### config.mk
export PLATFORM = sky130hd
export DESIGN_NAME = sql_lexer_token_stream
export DESIGN_NICKNAME = d
export VERILOG_FILES = /design/src/sqltok_pkg.sv /design/src/sqltok_front.sv /design/src/sqltok_queue.sv /design/src/sqltok_back.sv /design/src/sql_lexer_token_stream.sv
export SDC_FILE = /design/constraint.sdc
export NUM_CORES = 1
export LEC_CHECK = 0
export ABC_AREA = 1
export BUFFER_PORTS_ARGS = -buffer_cell sky130_fd_sc_hd__clkbuf_2
export CORE_ASPECT_RATIO = 1.2
export CORE_MARGIN = 8
export CORE_UTILIZATION = 40
export CTS_CLUSTER_SIZE = 24
export DETAILED_ROUTE_END_ITERATION = 6
export HOLD_SLACK_MARGIN = 0.15
export SETUP_SLACK_MARGIN = 0.4
export SYNTH_ARGS = -nofsm -noshare
export SYNTH_HDL_FRONTEND = slang
export SYNTH_SLANG_ARGS = --single-unit
### constraint.sdc
create_clock -name clk -period 9.1 [get_ports clk]
set_input_delay 1.82 -clock clk [delete_from_list [all_inputs] [get_ports clk]]
set_output_delay 1.82 -clock clk [all_outputs]
set_load 0.01 [all_outputs]
### src/sqltok_pkg.sv
// Shared types, token kind codes and the keyword table for the SQL token stream.
// Used by every module of the block; depends on nothing.
`default_nettype none

package sqltok_pkg;

	localparam int unsigned POS_BITS_DEF = 16;
	localparam int unsigned KIND_W       = 5;
	localparam int unsigned LEN_W        = 16;
	localparam int unsigned MAX_TOK      = 3;
	localparam int unsigned QUEUE_DEPTH  = 4;
	localparam int unsigned OUT_TDATA_W  = 40;
	localparam int unsigned KW_COUNT     = 16;

	localparam logic [KIND_W-1:0] KIND_EOF     = 5'd0;
	localparam logic [KIND_W-1:0] KIND_IDENT   = 5'd1;
	localparam logic [KIND_W-1:0] KIND_NUMBER  = 5'd2;
	localparam logic [KIND_W-1:0] KIND_STRING  = 5'd3;
	localparam logic [KIND_W-1:0] KIND_KEY0    = 5'd4;
	localparam logic [KIND_W-1:0] KIND_STAR    = 5'd20;
	localparam logic [KIND_W-1:0] KIND_COMMA   = 5'd21;
	localparam logic [KIND_W-1:0] KIND_SEMI    = 5'd22;
	localparam logic [KIND_W-1:0] KIND_LPAREN  = 5'd23;
	localparam logic [KIND_W-1:0] KIND_RPAREN  = 5'd24;
	localparam logic [KIND_W-1:0] KIND_EQ      = 5'd25;
	localparam logic [KIND_W-1:0] KIND_GT      = 5'd26;
	localparam logic [KIND_W-1:0] KIND_LT      = 5'd27;
	localparam logic [KIND_W-1:0] KIND_GE      = 5'd28;
	localparam logic [KIND_W-1:0] KIND_LE      = 5'd29;
	localparam logic [KIND_W-1:0] KIND_DOT     = 5'd30;
	localparam logic [KIND_W-1:0] KIND_UNKNOWN = 5'd31;

	localparam logic [7:0] CH_NUL    = 8'h00;
	localparam logic [7:0] CH_QUOTE  = 8'h27;
	localparam logic [7:0] CH_GT     = 8'h3E;
	localparam logic [7:0] CH_LT     = 8'h3C;
	localparam logic [7:0] CH_EQ     = 8'h3D;
	localparam logic [7:0] CH_DOT    = 8'h2E;
	localparam logic [7:0] CH_UNDER  = 8'h5F;
	localparam logic [7:0] CH_STAR   = 8'h2A;
	localparam logic [7:0] CH_SEMI   = 8'h3B;
	localparam logic [7:0] CH_COMMA  = 8'h2C;
	localparam logic [7:0] CH_LPAREN = 8'h28;
	localparam logic [7:0] CH_RPAREN = 8'h29;

	// Keywords, right-justified and zero-filled like the running prefix.
	localparam logic [47:0] KW_TEXT [KW_COUNT] = '{
		"SELECT", "FROM", "WHERE", "INSERT", "INTO", "VALUES", "CREATE", "TABLE",
		"INNER", "JOIN", "ON", "DELETE", "ORDER", "BY", "ASC", "DESC"
	};

	typedef struct packed {
		logic [LEN_W-1:0]  len;
		logic [LEN_W-1:0]  start;
		logic [KIND_W-1:0] kind;
	} tok_t;

	// Tokens caused by one input byte, oldest in slot 0.
	typedef struct packed {
		logic [1:0]           count;
		tok_t [MAX_TOK-1:0]   tok;
	} bundle_t;

	function automatic logic [KIND_W-1:0] ident_kind(input logic [LEN_W-1:0] len,
			input logic [47:0] prefix);
		logic [KIND_W-1:0] k;
		k = KIND_IDENT;
		if (len >= 16'd2 && len <= 16'd6) begin
			for (int i = 0; i < KW_COUNT; i++) begin
				if (prefix == KW_TEXT[i])
					k = KIND_KEY0 + KIND_W'(i);
			end
		end
		return k;
	endfunction

	function automatic logic [KIND_W-1:0] symbol_kind(input logic [7:0] c);
		logic [KIND_W-1:0] k;
		unique case (c)
			CH_STAR:   k = KIND_STAR;
			CH_COMMA:  k = KIND_COMMA;
			CH_SEMI:   k = KIND_SEMI;
			CH_LPAREN: k = KIND_LPAREN;
			CH_RPAREN: k = KIND_RPAREN;
			CH_EQ:     k = KIND_EQ;
			CH_DOT:    k = KIND_DOT;
			default:   k = KIND_UNKNOWN;
		endcase
		return k;
	endfunction

endpackage

`default_nettype wire

### src/sqltok_front.sv
// Front end: lexer state machine, one byte per beat, bundles up to three tokens.
// Depends on sqltok_pkg.
`default_nettype none

module sqltok_front #(
	parameter int unsigned POS_BITS = sqltok_pkg::POS_BITS_DEF
) (
	input  wire                  clk,
	input  wire                  arst_n,
	input  wire  [7:0]           char_byte,
	input  wire                  end_of_text,
	input  wire                  accept,
	output logic                 push,
	output sqltok_pkg::bundle_t  bundle
);
	import sqltok_pkg::*;

	typedef enum logic [2:0] {
		M_IDLE, M_IDENT, M_NUMBER, M_STRING, M_GT, M_LT, M_DONE
	} mode_t;

	mode_t               mode_q;
	logic [POS_BITS-1:0] pos_q;
	logic [POS_BITS-1:0] start_q;
	logic [LEN_W-1:0]    len_q;
	logic [47:0]         prefix_q;

	mode_t               md;
	logic [POS_BITS-1:0] st;
	logic [LEN_W-1:0]    ln;
	logic [47:0]         pf;
	logic [POS_BITS-1:0] p1;
	logic [1:0]          n;
	logic                run_idle;
	tok_t [MAX_TOK-1:0]  tk;

	function automatic logic is_alpha(input logic [7:0] c);
		return (c >= 8'h41 && c <= 8'h5A) || (c >= 8'h61 && c <= 8'h7A);
	endfunction

	function automatic logic is_digit(input logic [7:0] c);
		return c >= 8'h30 && c <= 8'h39;
	endfunction

	function automatic logic is_space(input logic [7:0] c);
		return c == 8'h20 || (c >= 8'h09 && c <= 8'h0D);
	endfunction

	function automatic logic [7:0] to_upper(input logic [7:0] c);
		return (c >= 8'h61 && c <= 8'h7A) ? c - 8'h20 : c;
	endfunction

	function automatic logic [LEN_W-1:0] sat_inc(input logic [LEN_W-1:0] v);
		return (v == '1) ? v : v + 1'b1;
	endfunction

	function automatic tok_t mk_tok(input logic [KIND_W-1:0] k,
			input logic [POS_BITS-1:0] s, input logic [LEN_W-1:0] l);
		tok_t t;
		t.kind  = k;
		t.start = LEN_W'(s);
		t.len   = l;
		return t;
	endfunction

	function automatic logic has_tok(input mode_t m);
		return m == M_IDENT || m == M_NUMBER || m == M_STRING || m == M_GT || m == M_LT;
	endfunction

	// Token held open in mode m, closed without further input.
	function automatic tok_t flush_tok(input mode_t m, input logic [POS_BITS-1:0] s,
			input logic [LEN_W-1:0] l, input logic [47:0] pre);
		tok_t t;
		t = mk_tok(KIND_IDENT, s, l);
		case (m)
			M_IDENT:  t.kind = ident_kind(l, pre);
			M_NUMBER: t.kind = KIND_NUMBER;
			M_STRING: t.kind = KIND_STRING;
			M_GT:     t = mk_tok(KIND_GT, s, 16'd1);
			M_LT:     t = mk_tok(KIND_LT, s, 16'd1);
			default:  t = mk_tok(KIND_EOF, s, l);
		endcase
		return t;
	endfunction

	always_comb begin
		md       = mode_q;
		st       = start_q;
		ln       = len_q;
		pf       = prefix_q;
		p1       = pos_q + 1'b1;
		n        = 2'd0;
		run_idle = 1'b0;
		tk       = '0;

		// Continue or close the token in progress.
		unique case (mode_q)
			M_IDENT: begin
				if (is_alpha(char_byte) || is_digit(char_byte) || char_byte == CH_UNDER) begin
					ln = sat_inc(ln);
					pf = {pf[39:0], to_upper(char_byte)};
				end else begin
					tk[n]    = flush_tok(mode_q, st, ln, pf);
					n        = n + 2'd1;
					md       = M_IDLE;
					run_idle = 1'b1;
				end
			end
			M_NUMBER: begin
				if (is_digit(char_byte) || char_byte == CH_DOT) begin
					ln = sat_inc(ln);
				end else begin
					tk[n]    = flush_tok(mode_q, st, ln, pf);
					n        = n + 2'd1;
					md       = M_IDLE;
					run_idle = 1'b1;
				end
			end
			M_STRING: begin
				if (char_byte == CH_QUOTE) begin
					tk[n] = flush_tok(mode_q, st, ln, pf);
					n     = n + 2'd1;
					md    = M_IDLE;
				end else if (char_byte != CH_NUL) begin
					ln = sat_inc(ln);
				end else begin
					tk[n]    = flush_tok(mode_q, st, ln, pf);
					n        = n + 2'd1;
					md       = M_IDLE;
					run_idle = 1'b1;
				end
			end
			M_GT, M_LT: begin
				if (char_byte == CH_EQ) begin
					tk[n] = mk_tok((mode_q == M_GT) ? KIND_GE : KIND_LE, st, 16'd2);
					n     = n + 2'd1;
					md    = M_IDLE;
				end else begin
					tk[n]    = flush_tok(mode_q, st, ln, pf);
					n        = n + 2'd1;
					md       = M_IDLE;
					run_idle = 1'b1;
				end
			end
			M_IDLE: run_idle = 1'b1;
			M_DONE: begin
			end
		endcase

		// Byte seen with no token open.
		if (run_idle) begin
			priority if (char_byte == CH_NUL) begin
				tk[n] = mk_tok(KIND_EOF, pos_q, '0);
				n     = n + 2'd1;
				md    = M_DONE;
			end else if (is_space(char_byte)) begin
			end else if (is_alpha(char_byte)) begin
				md = M_IDENT;
				st = pos_q;
				ln = 16'd1;
				pf = {40'd0, to_upper(char_byte)};
			end else if (is_digit(char_byte)) begin
				md = M_NUMBER;
				st = pos_q;
				ln = 16'd1;
				pf = '0;
			end else if (char_byte == CH_QUOTE) begin
				md = M_STRING;
				st = p1;
				ln = '0;
				pf = '0;
			end else if (char_byte == CH_GT) begin
				md = M_GT;
				st = pos_q;
				ln = '0;
				pf = '0;
			end else if (char_byte == CH_LT) begin
				md = M_LT;
				st = pos_q;
				ln = '0;
				pf = '0;
			end else begin
				tk[n] = mk_tok(symbol_kind(char_byte), pos_q, 16'd1);
				n     = n + 2'd1;
			end
		end

		// End of text marker: close what is open, then EOF just past this byte.
		if (end_of_text && mode_q != M_DONE && md != M_DONE) begin
			if (has_tok(md)) begin
				tk[n] = flush_tok(md, st, ln, pf);
				n     = n + 2'd1;
			end
			tk[n] = mk_tok(KIND_EOF, p1, '0);
			n     = n + 2'd1;
		end
	end

	assign bundle.count = n;
	assign bundle.tok   = tk;
	assign push         = accept && n != 2'd0;

	always_ff @(posedge clk or negedge arst_n) begin
		if (!arst_n) begin
			mode_q   <= M_IDLE;
			pos_q    <= '0;
			start_q  <= '0;
			len_q    <= '0;
			prefix_q <= '0;
		end else if (accept) begin
			if (end_of_text) begin
				mode_q   <= M_IDLE;
				pos_q    <= '0;
				start_q  <= '0;
				len_q    <= '0;
				prefix_q <= '0;
			end else begin
				mode_q   <= md;
				if (mode_q != M_DONE)
					pos_q <= p1;
				start_q  <= st;
				len_q    <= ln;
				prefix_q <= pf;
			end
		end
	end

endmodule

`default_nettype wire

### src/sqltok_queue.sv
// Short queue of token bundles between the lexer front end and the output side.
// Depends on sqltok_pkg.
`default_nettype none

module sqltok_queue (
	input  wire                  clk,
	input  wire                  arst_n,
	input  wire                  push,
	input  wire sqltok_pkg::bundle_t wr_bundle,
	output logic                 full,
	input  wire                  pop,
	output logic                 head_valid,
	output sqltok_pkg::bundle_t  head
);
	import sqltok_pkg::*;

	localparam int unsigned PTR_W = $clog2(QUEUE_DEPTH);
	localparam int unsigned CNT_W = $clog2(QUEUE_DEPTH + 1);

	bundle_t            mem_q [QUEUE_DEPTH];
	logic [PTR_W-1:0]   wr_ptr_q;
	logic [PTR_W-1:0]   rd_ptr_q;
	logic [CNT_W-1:0]   count_q;

	assign full       = count_q == CNT_W'(QUEUE_DEPTH);
	assign head_valid = count_q != '0;
	assign head       = mem_q[rd_ptr_q];

	always_ff @(posedge clk) begin
		if (push)
			mem_q[wr_ptr_q] <= wr_bundle;
	end

	always_ff @(posedge clk or negedge arst_n) begin
		if (!arst_n) begin
			wr_ptr_q <= '0;
			rd_ptr_q <= '0;
			count_q  <= '0;
		end else begin
			if (push)
				wr_ptr_q <= (wr_ptr_q == PTR_W'(QUEUE_DEPTH - 1)) ? '0 : wr_ptr_q + 1'b1;
			if (pop)
				rd_ptr_q <= (rd_ptr_q == PTR_W'(QUEUE_DEPTH - 1)) ? '0 : rd_ptr_q + 1'b1;
			unique case ({push, pop})
				2'b10:   count_q <= count_q + 1'b1;
				2'b01:   count_q <= count_q - 1'b1;
				default: count_q <= count_q;
			endcase
		end
	end

endmodule

`default_nettype wire

### src/sqltok_back.sv
// Back end: unpacks queued bundles into one token per beat through an output register.
// Depends on sqltok_pkg.
`default_nettype none

module sqltok_back (
	input  wire                  clk,
	input  wire                  arst_n,
	input  wire                  head_valid,
	input  wire sqltok_pkg::bundle_t head,
	output logic                 pop,
	output logic                 out_valid,
	input  wire                  out_ready,
	output sqltok_pkg::tok_t     out_tok
);
	import sqltok_pkg::*;

	logic       vld_q;
	logic [1:0] sel_q;
	tok_t       tok_q;
	logic       load;
	logic       last_sel;

	assign load      = head_valid && (!vld_q || out_ready);
	assign last_sel  = sel_q == head.count - 2'd1;
	assign pop       = load && last_sel;
	assign out_valid = vld_q;
	assign out_tok   = tok_q;

	always_ff @(posedge clk or negedge arst_n) begin
		if (!arst_n) begin
			vld_q <= 1'b0;
			sel_q <= '0;
		end else begin
			if (load) begin
				vld_q <= 1'b1;
				sel_q <= last_sel ? 2'd0 : sel_q + 2'd1;
			end else if (out_ready) begin
				vld_q <= 1'b0;
			end
		end
	end

	always_ff @(posedge clk) begin
		if (load)
			tok_q <= head.tok[sel_q];
	end

endmodule

`default_nettype wire

### src/sql_lexer_token_stream.sv
// Top level of the SQL token stream: lexer front end, bundle queue, token output side.
// Depends on sqltok_pkg, sqltok_front, sqltok_queue and sqltok_back.
`default_nettype none

// SQL text goes in one byte per beat on the s_ side; token descriptors come out
// one per beat on the m_ side. The lexer takes a byte every cycle while its
// bundle queue (four entries) has room, and keeps taking bytes while a token
// waits at the output. One byte can close up to three tokens at once (a pending
// token, a symbol, and the EOF of a marked last byte); those go into one queue
// entry and leave one token per cycle while m_tready is high. So the sustained
// rate is one byte per cycle as long as the text yields no more than one token
// per byte on average and m_tready stays high; the single token output register
// sets that limit. A NUL byte ends the statement with an EOF token and later
// bytes are dropped up to the one marked tlast. Token offsets wrap at 2^POS_BITS
// and are shown in 16 bits; lengths saturate at 65535.
module sql_lexer_token_stream #(
	parameter int unsigned POS_BITS = sqltok_pkg::POS_BITS_DEF
) (
	input  wire          clk,
	input  wire          arst_n,
	input  wire          s_tvalid,
	output logic         s_tready,
	input  wire  [7:0]   s_tdata,   // [7:0] char_byte
	input  wire          s_tlast,   // end_of_text
	output logic         m_tvalid,
	input  wire          m_tready,
	output logic [sqltok_pkg::OUT_TDATA_W-1:0] m_tdata, // [4:0] token_kind,
	                                // [20:5] token_start, [36:21] token_length,
	                                // [39:37] zero
	output logic         m_tlast    // final_token
);
	import sqltok_pkg::*;

	logic    accept;
	logic    q_push;
	logic    q_full;
	logic    q_pop;
	logic    q_head_valid;
	bundle_t q_wr;
	bundle_t q_head;
	tok_t    out_tok;

	// A beat is taken whenever the queue can hold another bundle.
	assign s_tready = !q_full;
	assign accept   = s_tvalid && s_tready;

	sqltok_front #(
		.POS_BITS (POS_BITS)
	) u_front (
		.clk         (clk),
		.arst_n      (arst_n),
		.char_byte   (s_tdata),
		.end_of_text (s_tlast),
		.accept      (accept),
		.push        (q_push),
		.bundle      (q_wr)
	);

	sqltok_queue u_queue (
		.clk        (clk),
		.arst_n     (arst_n),
		.push       (q_push),
		.wr_bundle  (q_wr),
		.full       (q_full),
		.pop        (q_pop),
		.head_valid (q_head_valid),
		.head       (q_head)
	);

	sqltok_back u_back (
		.clk        (clk),
		.arst_n     (arst_n),
		.head_valid (q_head_valid),
		.head       (q_head),
		.pop        (q_pop),
		.out_valid  (m_tvalid),
		.out_ready  (m_tready),
		.out_tok    (out_tok)
	);

	// Output beat: kind, start, length packed from bit 0 up.
	assign m_tdata = {3'b000, out_tok.len, out_tok.start, out_tok.kind};
	assign m_tlast = out_tok.kind == KIND_EOF;

`ifndef SYNTH
	// The queue never takes a bundle it has no room for.
	a_no_overflow: assert property (@(posedge clk) disable iff (!arst_n)
		q_push |-> !q_full)
		else $error("bundle pushed into full queue");

	// Only bundles that carry tokens are queued.
	a_bundle_nonempty: assert property (@(posedge clk) disable iff (!arst_n)
		q_push |-> q_wr.count != 2'd0)
		else $error("empty bundle queued");

	// A final token is an EOF of zero length.
	a_eof_zero_len: assert property (@(posedge clk) disable iff (!arst_n)
		m_tvalid && m_tlast |-> m_tdata[36:21] == 16'd0)
		else $error("EOF token with nonzero length");
`endif

endmodule

`default_nettype wire

==> impl_results.md <==
- Pwr Total: 12.47 mW
- Cts repair resizes: 0
- Post-synthesis compound-gate area fraction: 16.50%
- Detailed-route via count: 24860
- Avg Vias per Cell: 5.847
- Maximum vdd drop: 0.0002819 V
- Skew final: 22.74 ps
- Relative slew slack: 26.65%
- Post-synthesis mux area share: 0%
- Mapped cell area: 0.03025 mm^2
- Routed wire length: 97630 um
- Setup_tns: 0 ps
- Antenna Nets Post-Route: 0
- P_int: 6.931 mW
- Cell Pwr Density: 371.7 mW/mm^2
- Vias in the first global route: 23770
- Status: complete, no violations
- N_diodes: 0
- Die area: 0.08472 mm^2
- I/O Buffers: 52
- Worst-path fanout max: 40
- Worst EP required: 9410 ps
- YS warnings: 0
- Clock power frac: 20.1%
- HPWL after detailed placement: 65740 um
- Fillers: 7153
- Post-Synth Simple-Gate Area: 18.49%
- Clk root buf: clkbuf_16
- Pin count of the biggest net entering global routing: 108
- Fin crit share: 76.22%
- Hold Path Depth: 1
- Die Wd: 267.0 um
- CTS max path bufs: 3
- Synth Instances: 3208
- WL/cell: 22.97 um
- Yosys reg bits: 598
- Reg2Reg Depth: 22
- # setup viols final: 0
- Crit Path Class: input port to flop
- Sequential Power Share: 35.6%
- Psw: 5.535 mW
- RSZ-0062 raised after global routing: no
- TritonRoute pass-1 iters: 6
- Most frequent cells in the layout: 500 x nand2_1, 489 x edfxtp_1, 431 x nor2_1
- DRT iter0 DRCs: 2469
- Hold-fix buffers at CTS: 0
- # nets final: 3226
- Critical path's largest stage delay: 650 ps
- GPL Wtd Cong: 0.9833
- Startpoint types: input port
- Hold WC Path Type: flop to flop
- Number of max-cap violations: 0
- Starting Density: 40.33%
- LEAKAGE: 12.22 nW
- Initial antenna violation count: 2
- Commonest non-fill, non-tap cell in the layout: nand2_1
- First-pass GRT wire length: 147500 um
- Worst-Skew Late Latency: 640 ps
- Sw Ratio: 44.40%
- Setup bufs post-CTS: 0
- Overall routing resource usage: 22.49%
- Post-synthesis sequential area ratio: 57.56%
- Largest family of logic cells by synthesized area: simple AND/OR/NAND/NOR gates
- Fin. Hold Viols: 0
- Fraction of registers with async set/reset: 18.23%
- Min Tclk post-route: 6936 ps
- Core region area: 0.07501 mm^2
- GRT Residual Overflow: 0
- Most used flip-flop cell after synthesis: edfxtp_1
- Row Count: 110
- Worst path slowest cell: nor2_4
- CTS Buf Count: 61
- H-tree depth: 2
- Post-synthesis adder-cell area fraction: 0.8520%
- Fmax achieved: 144.2 MHz
- Synth unique cells: 63
- Worst Setup End Kind: flop
- Clock transition at the registers of the reported paths: 60 ps
- Die Ht: 317.3 um
- Syn_area_per_cell: 9.430 um^2
- I/O Pins: 56
- Post-synth EDFFs: 489
- # DRC: 0
- Layout cells sized above 1: 9.158%
- Tightest Pin Transition: 1100 ps
- XOR/XNOR Fraction of Synth Area: 0.2606%
- P&R area growth vs syn: 10.87%
- Slew Viols, Final: 0
- Critical Path AT: 7240 ps
- Gate power share: 44.3%
- CTS tree: done
- Clock Sinks: 598
## power groups by stage
| stage | logic, mW | clock network (mW) | registers [mW] |
|---|---|---|---|
| finish | 5.53 | 2.50 | 4.44 |
| detailed placement | 5.48 | 0 | 4.49 |
| global route | 6.00 | 2.65 | 4.50 |
| global placement | 5.45 | 0 | 4.48 |
| CTS | 5.50 | 2.55 | 4.43 |
| floorplan | 3.48 | 0 | 4.43 |
## layout make-up
type	count	area [um^2]	area share, %
multi-input combinational	2138	10990	32.77
clock buffer	75	1599	4.768
timing repair buffer	108	808.3	2.410
sequential	598	17420	51.94
tap	1008	1261	3.760
clock inverter	38	376.6	1.123
inverter	286	1082	3.227
## state kept, by name (all words and copies together) (netlist names)
register,flops
u_queue.rd_ptr_q,2
u_front.prefix_q,48
u_back.out_valid,1
u_back.sel_q,2
u_queue.wr_ptr_q,2
u_back.out_tok,37
u_front.len_q,16
u_queue.count_q,3
u_queue.mem_q,452
u_front.mode_q,3
u_front.start_q,16
u_front.pos_q,16
## path summary, 6_finish.rpt
check                                               start                               to  slack [ps]
hold reg to reg            u_queue.count_q[0]$_DFFE_PN0P_   u_queue.count_q[0]$_DFFE_PN0P_         480
min in group asynchronous                          arst_n  u_front.prefix_q[2]$_DFFE_PN0P_        1250
hold / removal             u_queue.count_q[0]$_DFFE_PN0P_   u_queue.count_q[0]$_DFFE_PN0P_         480
setup reg to reg            u_front.mode_q[1]$_DFFE_PN0P_   u_queue.mem_q[3][33]$_DFFE_PP_        2980
max in group asynchronous                          arst_n    u_front.len_q[12]$_DFFE_PN0P_        6460
setup / recovery                               s_tdata[6]   u_queue.mem_q[3][33]$_DFFE_PP_        2160
## per-stage QoR
stage	util [%]	cells	hold slack, ps	setup slack [ps]	area [um^2]
finish	44.71	4251	480.6	2164	33540
global route	44.71	4251	485.1	1713	33540
CTS	44.71	4251	481.7	2254	33540
detailed placement	42.08	4138	470.9	1579	31560
global placement	42.08	4138	464.2	1700	31560
floorplan	-	3210	446.5	276.2	30270
## synthesized netlist by cell type, types with 8 or more instances
cell type	instances	area, um^2
a211oi_1	11	82.58
buf_6	11	123.9
buf_1	9	33.78
o221ai_1	66	578.1
nor2_2	11	68.82
a21oi_1	87	435.4
nand4_1	74	462.9
nor4_1	28	175.2
o21ai_0	355	1777
xor2_1	8	70.07
o21ai_1	38	190.2
nor2_1	438	1644
clkbuf_1	140	525.5
ha_1	19	237.7
a32o_1	27	270.3
inv_2	27	101.4
nand3_1	122	610.6
dfrtp_1	109	2728
o31ai_1	20	150.1
o22ai_1	148	925.9
nor3_1	74	370.4
o211ai_1	19	142.6
buf_2	22	110.1
nand2_1	500	1877
a211oi_2	8	100.1
edfxtp_1	489	14680
inv_1	252	945.9
a32oi_1	10	87.58
## layer usage
metal  up-vias  GRT usage [%]  routed length [um]
met1     12150          28.63               39830
met5         -              0                  13
met2      1002          38.65               47830
met4         2          8.822                3983
met3       233          2.985                5972
li1      11470              -                   -
## cells by family after synthesis
family	Yosys count
and+or+nand+nor	1287
adders and majority gates	20
buffers and inverters	474
DFF	598
xor gates and xnor gates	9
AOI/OAI and AO/OA	819
other	1
## worst max-delay path: cells and delay by family
kind,cells,cell delay (ps)
and+or+nand+nor,10,1800
buffers and inverters,9,1430
AOI/OAI and AO/OA,6,1190
adders and majority gates,3,910
Note: power is estimated with default switching activity, not from simulation.
